**src/rtl/lfps_pkg.sv**
```systemverilog
package lfps_pkg;

  // Sensor word and field widths
  localparam int unsigned SENSOR_W    = 16;
  localparam int unsigned SENSED_BITS = 15;
  localparam int unsigned SEL_W       = $clog2(SENSOR_W);
  localparam int unsigned OFFSET_W    = 6;
  localparam int unsigned CMD_W       = 16;
  localparam int unsigned GAIN_W      = 16;

  // Stop grouping
  localparam int unsigned STOP_GROUP = 4;
  localparam int unsigned GRP_W      = (STOP_GROUP > 2) ? $clog2(STOP_GROUP) : 1;

  // Decoupling queue between front and back
  localparam int unsigned QUEUE_DEPTH = 4;
  localparam int unsigned QPTR_W      = $clog2(QUEUE_DEPTH);

  // PID datapath widths
  localparam int unsigned DIFF1_W = OFFSET_W + 1;
  localparam int unsigned DIFF2_W = OFFSET_W + 2;
  localparam int unsigned PROD_W  = GAIN_W + DIFF2_W;
  localparam int unsigned DELTA_W = PROD_W + 2;
  localparam int unsigned ACC_W   = 40;

  // Turn scaling: t = (|acc| * 2621) >> 16, clamped to 1.0 in Q2.14
  localparam int unsigned MAG_W      = 20;
  localparam int unsigned SCALE_W    = 12;
  localparam int unsigned SCALED_W   = MAG_W + SCALE_W;
  localparam int unsigned TURN_SHIFT = 16;
  localparam logic [SCALE_W-1:0] TURN_SCALE = SCALE_W'(2621);
  localparam logic [CMD_W-1:0]   TURN_LIMIT = CMD_W'(16384);

  // Offset reported when no sensed bit is set
  localparam logic signed [OFFSET_W-1:0] OFFSET_LOST = OFFSET_W'(16);
  localparam logic signed [OFFSET_W-1:0] OFFSET_BIAS = OFFSET_W'(12);

  // Configuration register indexes
  localparam int unsigned CFG_IDX_W = 2;
  typedef enum logic [CFG_IDX_W-1:0] {
    CFG_GAIN_PROP     = 2'd0,
    CFG_GAIN_INTEG    = 2'd1,
    CFG_GAIN_DERIV    = 2'd2,
    CFG_FORWARD_SPEED = 2'd3
  } cfg_idx_e;

  // Reset values of the configuration registers
  localparam logic signed [GAIN_W-1:0] GAIN_PROP_RST     = 16'sd4096;
  localparam logic signed [GAIN_W-1:0] GAIN_INTEG_RST    = 16'sd410;
  localparam logic signed [GAIN_W-1:0] GAIN_DERIV_RST    = 16'sd819;
  localparam logic signed [CMD_W-1:0]  FORWARD_SPEED_RST = -16'sd1638;

  // Live configuration as seen by the back end
  typedef struct packed {
    logic signed [GAIN_W-1:0] kp;
    logic signed [GAIN_W-1:0] ki;
    logic signed [GAIN_W-1:0] kd;
    logic signed [CMD_W-1:0]  speed;
  } cfg_t;

  // One classified sample travelling through the queue
  typedef struct packed {
    logic signed [OFFSET_W-1:0] offset;
    logic                       stop;
    logic                       emit;
  } item_t;

  // Queue status seen by both sides
  typedef struct packed {
    logic full;
    logic empty;
  } qstat_t;

endpackage

```
**src/rtl/lfps_front.sv**
```systemverilog
module lfps_front import lfps_pkg::*; (
  input  logic                clk_i,
  input  logic                rst_ni,
  input  logic                in_valid_i,
  output logic                in_stall_o,
  input  logic [SENSOR_W-1:0] sensor_bits_i,
  input  qstat_t              qstat_i,
  output logic                push_o,
  output item_t               item_o
);

  logic [GRP_W-1:0] grp_pos_q, grp_pos_d;
  logic             all_zero_q, all_zero_d;
  logic             stopped_q, stopped_d;

  logic [SEL_W-1:0] low_bit;
  logic             found;
  logic             three_set;
  logic             zero_now;
  logic             closes;
  logic             stop_now;
  logic signed [OFFSET_W-1:0] offset;

  assign in_stall_o = qstat_i.full;
  assign push_o     = in_valid_i & ~qstat_i.full;

  // Lowest set bit among the sensed bits
  always_comb begin
    low_bit = '0;
    found   = 1'b0;
    for (int k = SENSED_BITS - 1; k >= 0; k--) begin
      if (sensor_bits_i[k]) begin
        low_bit = SEL_W'(k);
        found   = 1'b1;
      end
    end
  end

  assign three_set = ($countones(sensor_bits_i) == 3);

  // (k-6)*2 is even, so the three-bit bump is just bit 0
  always_comb begin
    if (found) begin
      offset    = $signed({1'b0, low_bit, 1'b0}) - OFFSET_BIAS;
      offset[0] = three_set;
    end else begin
      offset = OFFSET_LOST;
    end
  end

  // Group tracking and stop decision
  assign zero_now = all_zero_q & (sensor_bits_i == '0);
  assign closes   = (grp_pos_q == GRP_W'(STOP_GROUP - 1));
  assign stop_now = closes & zero_now;

  always_comb begin
    grp_pos_d  = grp_pos_q;
    all_zero_d = all_zero_q;
    stopped_d  = stopped_q;
    if (push_o) begin
      grp_pos_d  = closes ? '0 : grp_pos_q + 1'b1;
      all_zero_d = closes ? 1'b1 : zero_now;
      stopped_d  = stopped_q | stop_now;
    end
  end

  assign item_o.offset = offset;
  assign item_o.stop   = stop_now;
  assign item_o.emit   = stop_now | ~stopped_q;

  always_ff @(posedge clk_i or negedge rst_ni) begin
    if (!rst_ni) begin
      grp_pos_q  <= '0;
      all_zero_q <= 1'b1;
      stopped_q  <= 1'b0;
    end else begin
      grp_pos_q  <= grp_pos_d;
      all_zero_q <= all_zero_d;
      stopped_q  <= stopped_d;
    end
  end

endmodule

```
**src/rtl/lfps_queue.sv**
```systemverilog
module lfps_queue import lfps_pkg::*; (
  input  logic   clk_i,
  input  logic   rst_ni,
  input  logic   push_i,
  input  item_t  item_i,
  input  logic   pop_i,
  output item_t  head_o,
  output qstat_t qstat_o
);

  item_t             mem_q [QUEUE_DEPTH];
  logic [QPTR_W-1:0] wr_ptr_q, rd_ptr_q;
  logic [QPTR_W:0]   count_q;

  assign qstat_o.full  = (count_q == (QPTR_W + 1)'(QUEUE_DEPTH));
  assign qstat_o.empty = (count_q == '0);
  assign head_o        = mem_q[rd_ptr_q];

  // Entry storage, no reset needed
  always_ff @(posedge clk_i) begin
    if (push_i) begin
      mem_q[wr_ptr_q] <= item_i;
    end
  end

  // Pointers and fill level
  always_ff @(posedge clk_i or negedge rst_ni) begin
    if (!rst_ni) begin
      wr_ptr_q <= '0;
      rd_ptr_q <= '0;
      count_q  <= '0;
    end else begin
      if (push_i) begin
        wr_ptr_q <= wr_ptr_q + 1'b1;
      end
      if (pop_i) begin
        rd_ptr_q <= rd_ptr_q + 1'b1;
      end
      case ({push_i, pop_i})
        2'b10:   count_q <= count_q + 1'b1;
        2'b01:   count_q <= count_q - 1'b1;
        default: count_q <= count_q;
      endcase
    end
  end

endmodule

```
**src/rtl/lfps_back.sv**
```systemverilog
module lfps_back import lfps_pkg::*; (
  input  logic                       clk_i,
  input  logic                       rst_ni,
  input  cfg_t                       cfg_i,
  input  qstat_t                     qstat_i,
  input  item_t                      head_i,
  output logic                       pop_o,
  output logic                       out_valid_o,
  input  logic                       out_stall_i,
  output logic signed [CMD_W-1:0]    speed_cmd_o,
  output logic signed [CMD_W-1:0]    turn_cmd_o,
  output logic signed [OFFSET_W-1:0] line_offset_o,
  output logic                       stop_flag_o
);

  logic en;

  // Error history
  logic signed [OFFSET_W-1:0] err1_q, err2_q;

  // Stage A: PID delta
  logic                       va_q;
  item_t                      ia_q;
  logic signed [DELTA_W-1:0]  delta_q;
  logic signed [DIFF1_W-1:0]  diff1;
  logic signed [DIFF2_W-1:0]  diff2;
  logic signed [PROD_W-1:0]   prod_p, prod_i, prod_d;
  logic signed [DELTA_W-1:0]  delta;

  // Stage B: accumulator
  logic                       vb_q;
  item_t                      ib_q;
  logic signed [ACC_W-1:0]    acc_q, acc_d;
  logic signed [ACC_W:0]      acc_sum;
  logic                       gains_zero;

  // Stage C: turn scaling
  logic [ACC_W-1:0]           mag;
  logic                       mag_big;
  logic [MAG_W-1:0]           mag_cut;
  logic [SCALED_W-1:0]        scaled;
  logic [CMD_W-1:0]           turn_abs;
  logic signed [CMD_W-1:0]    turn;

  logic                       out_valid_q;
  logic signed [CMD_W-1:0]    speed_q, turn_q;
  logic signed [OFFSET_W-1:0] offset_q;
  logic                       stop_q;

  // Whole pipeline advances unless a result is held by the receiver
  assign en    = ~out_valid_q | ~out_stall_i;
  assign pop_o = en & ~qstat_i.empty;

  // Incremental PID delta from the head of the queue
  always_comb begin
    diff1  = DIFF1_W'(head_i.offset) - DIFF1_W'(err1_q);
    diff2  = DIFF2_W'(head_i.offset) - (DIFF2_W'(err1_q) <<< 1) + DIFF2_W'(err2_q);
    prod_p = cfg_i.kp * PROD_W'(diff1);
    prod_i = cfg_i.ki * PROD_W'(head_i.offset);
    prod_d = cfg_i.kd * PROD_W'(diff2);
    delta  = DELTA_W'(prod_p) + DELTA_W'(prod_i) + DELTA_W'(prod_d);
  end

  always_ff @(posedge clk_i or negedge rst_ni) begin
    if (!rst_ni) begin
      va_q   <= 1'b0;
      err1_q <= '0;
      err2_q <= '0;
    end else if (en) begin
      va_q <= pop_o;
      if (pop_o) begin
        err1_q <= head_i.offset;
        err2_q <= err1_q;
      end
    end
  end

  always_ff @(posedge clk_i) begin
    if (pop_o) begin
      ia_q    <= head_i;
      delta_q <= delta;
    end
  end

  // Saturating accumulate, cleared while all gains are zero
  assign gains_zero = (cfg_i.kp == '0) & (cfg_i.ki == '0) & (cfg_i.kd == '0);
  assign acc_sum    = (ACC_W + 1)'(acc_q) + (ACC_W + 1)'(delta_q);

  always_comb begin
    if (gains_zero) begin
      acc_d = '0;
    end else if (acc_sum[ACC_W] != acc_sum[ACC_W-1]) begin
      acc_d = acc_sum[ACC_W] ? {1'b1, {(ACC_W - 1){1'b0}}} : {1'b0, {(ACC_W - 1){1'b1}}};
    end else begin
      acc_d = acc_sum[ACC_W-1:0];
    end
  end

  always_ff @(posedge clk_i or negedge rst_ni) begin
    if (!rst_ni) begin
      vb_q  <= 1'b0;
      acc_q <= '0;
    end else if (en) begin
      vb_q <= va_q;
      if (va_q) begin
        acc_q <= acc_d;
      end
    end
  end

  always_ff @(posedge clk_i) begin
    if (en && va_q) begin
      ib_q <= ia_q;
    end
  end

  // Turn magnitude; anything at or above 2^20 is past the clamp anyway
  always_comb begin
    mag      = acc_q[ACC_W-1] ? ACC_W'(-acc_q) : ACC_W'(acc_q);
    mag_big  = |mag[ACC_W-1:MAG_W];
    mag_cut  = mag_big ? {MAG_W{1'b1}} : mag[MAG_W-1:0];
    scaled   = SCALED_W'(mag_cut) * SCALED_W'(TURN_SCALE);
    turn_abs = scaled[SCALED_W-1:TURN_SHIFT];
    if (mag_big || (turn_abs > TURN_LIMIT)) begin
      turn_abs = TURN_LIMIT;
    end
    turn = (ib_q.offset <= 0) ? $signed(turn_abs) : -$signed(turn_abs);
  end

  // Output register
  always_ff @(posedge clk_i or negedge rst_ni) begin
    if (!rst_ni) begin
      out_valid_q <= 1'b0;
    end else if (en) begin
      out_valid_q <= vb_q & ib_q.emit;
    end
  end

  always_ff @(posedge clk_i) begin
    if (en && vb_q) begin
      speed_q  <= ib_q.stop ? '0 : cfg_i.speed;
      turn_q   <= ib_q.stop ? '0 : turn;
      offset_q <= ib_q.offset;
      stop_q   <= ib_q.stop;
    end
  end

  assign out_valid_o   = out_valid_q;
  assign speed_cmd_o   = speed_q;
  assign turn_cmd_o    = turn_q;
  assign line_offset_o = offset_q;
  assign stop_flag_o   = stop_q;

endmodule

```
**src/rtl/line_follow_pid_steering_unit.sv**
```systemverilog
// Line-following steering unit.
// Input channel: one 16-bit line-sensor word per beat (in_valid_i / in_stall_o).
// Output channel: one steering command per beat (out_valid_o / out_stall_i):
// forward speed, turn rate, the lateral offset found and a stop flag.
// Gains and forward speed are written through cfg_we_i / cfg_idx_i / cfg_data_i
// while the unit is idle; writes take effect on the next sample.
// Throughput is one sample per cycle while the receiver does not stall. From the
// accepted input beat to the output beat a sample passes the queue, the PID delta
// stage, the accumulator stage, then the turn scaling into the output register.
// A 4-entry queue separates the classifying front end from the PID back end;
// in_stall_o rises only when that queue is full.
// After a stop is latched, samples still update the PID but produce no beat,
// except the zero stop commands that close all-zero groups.
// When the receiver stalls, the output beat holds and the back end freezes;
// the front end keeps accepting until the queue fills.
// Reset clears the PID history, the accumulator, the group state and the stop
// latch, and loads the default gains and speed. No clearing pass is needed.
module line_follow_pid_steering_unit import lfps_pkg::*; (
  input  logic                       clk_i,
  input  logic                       rst_ni,
  input  logic                       cfg_we_i,
  input  logic [CFG_IDX_W-1:0]       cfg_idx_i,
  input  logic [CMD_W-1:0]           cfg_data_i,
  input  logic                       in_valid_i,
  output logic                       in_stall_o,
  input  logic [SENSOR_W-1:0]        sensor_bits_i,
  output logic                       out_valid_o,
  input  logic                       out_stall_i,
  output logic signed [CMD_W-1:0]    speed_cmd_o,
  output logic signed [CMD_W-1:0]    turn_cmd_o,
  output logic signed [OFFSET_W-1:0] line_offset_o,
  output logic                       stop_flag_o
);

  cfg_t   cfg_q;
  qstat_t qstat;
  item_t  push_item, head_item;
  logic   push, pop;

  // Configuration registers
  always_ff @(posedge clk_i or negedge rst_ni) begin
    if (!rst_ni) begin
      cfg_q.kp    <= GAIN_PROP_RST;
      cfg_q.ki    <= GAIN_INTEG_RST;
      cfg_q.kd    <= GAIN_DERIV_RST;
      cfg_q.speed <= FORWARD_SPEED_RST;
    end else if (cfg_we_i) begin
      case (cfg_idx_e'(cfg_idx_i))
        CFG_GAIN_PROP:     cfg_q.kp    <= cfg_data_i;
        CFG_GAIN_INTEG:    cfg_q.ki    <= cfg_data_i;
        CFG_GAIN_DERIV:    cfg_q.kd    <= cfg_data_i;
        CFG_FORWARD_SPEED: cfg_q.speed <= cfg_data_i;
        default:           cfg_q       <= cfg_q;
      endcase
    end
  end

  lfps_front u_front (
    .clk_i         (clk_i),
    .rst_ni        (rst_ni),
    .in_valid_i    (in_valid_i),
    .in_stall_o    (in_stall_o),
    .sensor_bits_i (sensor_bits_i),
    .qstat_i       (qstat),
    .push_o        (push),
    .item_o        (push_item)
  );

  lfps_queue u_queue (
    .clk_i   (clk_i),
    .rst_ni  (rst_ni),
    .push_i  (push),
    .item_i  (push_item),
    .pop_i   (pop),
    .head_o  (head_item),
    .qstat_o (qstat)
  );

  lfps_back u_back (
    .clk_i         (clk_i),
    .rst_ni        (rst_ni),
    .cfg_i         (cfg_q),
    .qstat_i       (qstat),
    .head_i        (head_item),
    .pop_o         (pop),
    .out_valid_o   (out_valid_o),
    .out_stall_i   (out_stall_i),
    .speed_cmd_o   (speed_cmd_o),
    .turn_cmd_o    (turn_cmd_o),
    .line_offset_o (line_offset_o),
    .stop_flag_o   (stop_flag_o)
  );

  // A stop beat carries zero speed and zero turn
  a_stop_zero: assert property (@(posedge clk_i) disable iff (!rst_ni)
    (out_valid_o && stop_flag_o) |-> (speed_cmd_o == '0 && turn_cmd_o == '0))
    else $error("stop beat with nonzero command");

  // Turn command stays within the clamp
  a_turn_range: assert property (@(posedge clk_i) disable iff (!rst_ni)
    out_valid_o |-> ($signed(turn_cmd_o) <= 16'sd16384 && $signed(turn_cmd_o) >= -16'sd16384))
    else $error("turn command outside clamp");

  // The queue is never written while full nor read while empty
  a_queue_bounds: assert property (@(posedge clk_i) disable iff (!rst_ni)
    !(push && qstat.full) && !(pop && qstat.empty))
    else $error("queue overflow or underflow");

  // A held output beat does not change while the back end is frozen
  a_hold_out: assert property (@(posedge clk_i) disable iff (!rst_ni)
    (out_valid_o && out_stall_i) |=> (out_valid_o && $stable(turn_cmd_o) && $stable(stop_flag_o)))
    else $error("held beat changed");

endmodule

```
**config.mk**
```make
export PLATFORM = sky130hd
export DESIGN_NAME = line_follow_pid_steering_unit
export DESIGN_NICKNAME = d
export VERILOG_FILES = /design/src/rtl/lfps_pkg.sv /design/src/rtl/lfps_front.sv /design/src/rtl/lfps_queue.sv /design/src/rtl/lfps_back.sv /design/src/rtl/line_follow_pid_steering_unit.sv
export SDC_FILE = /design/constraint.sdc
export NUM_CORES = 2
export LEC_CHECK = 0
export BUFFER_PORTS_ARGS = -buffer_cell sky130_fd_sc_hd__buf_2
export CAP_MARGIN = 40
export CORE_UTILIZATION = 45
export DETAILED_ROUTE_END_ITERATION = 12
export SETUP_SLACK_MARGIN = 0.1
export SLEW_MARGIN = 20
export SYNTH_ARGS = -nofsm -noshare
export SYNTH_HDL_FRONTEND = slang
export SYNTH_SLANG_ARGS = --single-unit
```
**constraint.sdc**
```tcl
create_clock -name clk_i -period 22 [get_ports clk_i]
set_input_delay 0 -clock clk_i [delete_from_list [all_inputs] [get_ports clk_i]]
set_output_delay 0 -clock clk_i [all_outputs]
set_load 0.02 [all_outputs]
```
==> impl_metrics.ini <==
[yosys]
ys_seq_area_share_pct = 21.9
ys_seq_elements = 242
ys.flop_type = edfxtp_1
synthDistinctLibCells = 90
synth_edf_count = 112
postSynthAreaPerCell_sq_um = 9.93
syn-instance-count = 3058
syn_nets = 3813
synth_area_sq_mm = 0.0304
ys_warn_count = 0
synth-async-reset-ratio_pct = 53.7

[min_path]
hold_path.startpoint = sensor_bits_i[15]
hold_depth = 7
min_to = u_front.all_zero_q
min_path_type = in2reg

[worst_setup_path]
crit_type = reg2reg
max_stage_delay_ns = 0.55
rr_startpoint = u_back.acc_q[4]
reg2regPathDepth = 35
required_ns = 22.38
ff2ff_setup_slack_ns = 10.94
arrival_ns = 11.44
crit_path_end_kind = flop
critPathLaunchType = flop
critPathSlowestCell = fa_1
r2r-end = u_back.turn_cmd_o[8]
cp_max_fo = 26

[floorplan]
die-area_sq_mm = 0.0685
core_area_sq_mm = 0.0662
num_rows = 94
start_util_pct = 45.9
die_h_um = 262
boundaryPins = 80
die_w_um = 262

[global_route]
grt-ovfl-total = 0
grt_max_degree = 59
grt_antenna_before_repair = 0
grt_pass1_wl_um = 125000
grt_pass1_vias = 23200
grt_usage_pct = 23.4

[timing]
rsz0062_at_grt = false
fmax_mhz = 90.4
setup_viol = 0
post-route-min-period_ns = 11.06
worst_pin_slew_ns = 0.869
finalMaxSlewViolations = 0
tns_ns = 0
fin_skew_ns = 0.0130
maxSlewHeadroom_pct = 42.0
final.period_utilization_pct = 50.3
finalHoldViolations = 0

[clock_tree]
htreeDepth = 1
ctsLongestPathBuffers = 3
post-cts-setup-buffers = 0
cts_root_buf = clkbuf_16
cts_buffers = 30
cts_tree = built
clk_pin_slew_ns = 0.06
clk_latency_ns = 0.58
cts.sinks = 242

[final_layout]
final_cell_mix = 579 x inv_1, 447 x fa_1, 303 x nand2_1
final_common_cell = inv_1
fin_util_pct = 50.2
insertedDiodeCount = 0
final_nets = 3883
layout-drive-gt1-share_pct = 9.93
syn_to_final_growth_pct = 9.33

[routing]
top_layer = met4
drt_pre_antenna_iters = 6
ant_nets = 0
routed_wl_um = 76900
routedWlPerCell_um = 19.1
met2WireLength_um = 37900
via_count = 21500
viasPerCell = 5.36
drtIter0Drc = 1199
wl_met3_um = 4360
m1WireLength_um = 32000
drcViolationCount = 0

[run_status]
status = finished, final reports clean

[placement]
portBuffers = 79
dp_hpwl_um = 62900
gp_congestion = 0.892

[job]
cap_violations = 0
## stage by stage
stage | area [sq um] | hold WS (ns) | instances | setup slack [ns]
2_1_floorplan | 30400 | -0.296 | 3058 | 12.64
3_3_place_gp | 31700 | 0.0107 | 3920 | 11.08
3_5_place_dp | 31800 | 0.0284 | 3930 | 10.89
4_1_cts | 33200 | 0.0132 | 4014 | 10.87
5_1_grt | 33200 | 0.0668 | 4016 | 10.14
6_report | 33200 | 0.0306 | 4016 | 10.94
## sequential cells by signal (all words and copies together), names as in the netlist, 2 cells and up
signal,count
u_back.delta_q,25
cfg_q,64
u_back.err1_q,6
u_back.line_offset_o,6
u_front.grp_pos_q,2
u_queue.rd_ptr_q,2
u_back.acc_q,40
u_back.speed_cmd_o,16
u_back.turn_cmd_o,16
u_queue.mem_q,32
u_back.ia_q,8
u_back.ib_q,8
u_queue.wr_ptr_q,2
u_back.err2_q,6
u_queue.count_q,3
## per-layer routing
metal,vias up,GRT usage (%)
li1,9998,-
met1,10800,29.8
met5,-,0
met2,553,40.2
met4,0,7.49
met3,135,4.24
## cell families after synthesis
kind of cell / synth area share [%]
fa+ha+maj: 40.5
simple gates: 14.1
flops: 21.9
mux: 3.63
buf+inv: 8.49
compound gates: 7.95
xor+xnor: 3.40
## Yosys cell counts (all sizes together) (7+ instances only)
cell type | n | area [sq um]
a211oi | 12 | 90.1
mux4 | 8 | 180
or3 | 14 | 92.6
nor4 | 27 | 248
and2 | 101 | 632
nand4 | 17 | 113
nand3 | 30 | 150
a2111oi | 8 | 76.3
edfxtp | 112 | 3360
o31ai | 9 | 67.6
mux2 | 77 | 871
nand2 | 304 | 1140
a21o | 30 | 225
o211ai | 9 | 67.6
buf | 20 | 106
xnor2 | 72 | 631
clkbuf | 78 | 294
o21bai | 13 | 97.6
o21a | 10 | 75.1
fa | 447 | 8950
dfrtp | 107 | 2680
nand2b | 74 | 463
ha | 269 | 3370
nor3 | 47 | 245
and3 | 17 | 106
nor2b | 46 | 288
nor3b | 9 | 72.6
nor2 | 120 | 450
inv | 579 | 2170
dfstp | 23 | 604
a31oi | 18 | 128
a21oi | 94 | 474
xor2 | 46 | 403
nand3b | 7 | 52.6
o22ai | 9 | 56.3
o21ai | 109 | 553
## cell type report
| class | count | area, sq um |
|---|---|---|
| tap | 864 | 1080 |
| sequential | 242 | 6650 |
| clock inverter | 19 | 245 |
| clock buffer | 37 | 850 |
| timing repair buffer | 136 | 992 |
| multi-input combinational | 2138 | 21200 |
| inverter | 580 | 2180 |
| fill | 6047 | 33000 |
## how the worst max path moves through the flow
stage | startpoint | end | slack (ns) | depth (start not counted)
after CTS | u_back.acc_q[4] | u_back.turn_cmd_o[8] | 10.87 | 35
after global placement | u_back.acc_q[4] | u_back.turn_cmd_o[8] | 11.08 | 35
final | u_back.acc_q[4] | u_back.turn_cmd_o[8] | 10.94 | 35
after floorplan | u_queue.rd_ptr_q[0] | u_back.delta_q[24] | 12.64 | 35
after global routing | u_back.acc_q[4] | u_back.turn_cmd_o[8] | 10.14 | 35
after detailed placement | u_back.acc_q[4] | u_back.turn_cmd_o[8] | 10.89 | 35
## worst max-delay path: cells and delay by family, from the launching register on
kind                     cells  cell delay [ns]
multiplexers                 1             0.36
flip-flops                   1             0.45
AO/OA/AOI/OAI                6             1.98
adder cells (fa/ha/maj)      7             3.03
buffers and inverters        5             0.83
AND/OR/NAND/NOR             16             4.19
## repair_timing
action | in CTS | in global routing
gates resized for setup | 0 | 0
endpoints found under the hold margin | 167 | 0
hold buffers | 28 | 0
Power is not shown: default switching activity piles up to over one toggle a cycle in this logic, so the estimate is an artifact.
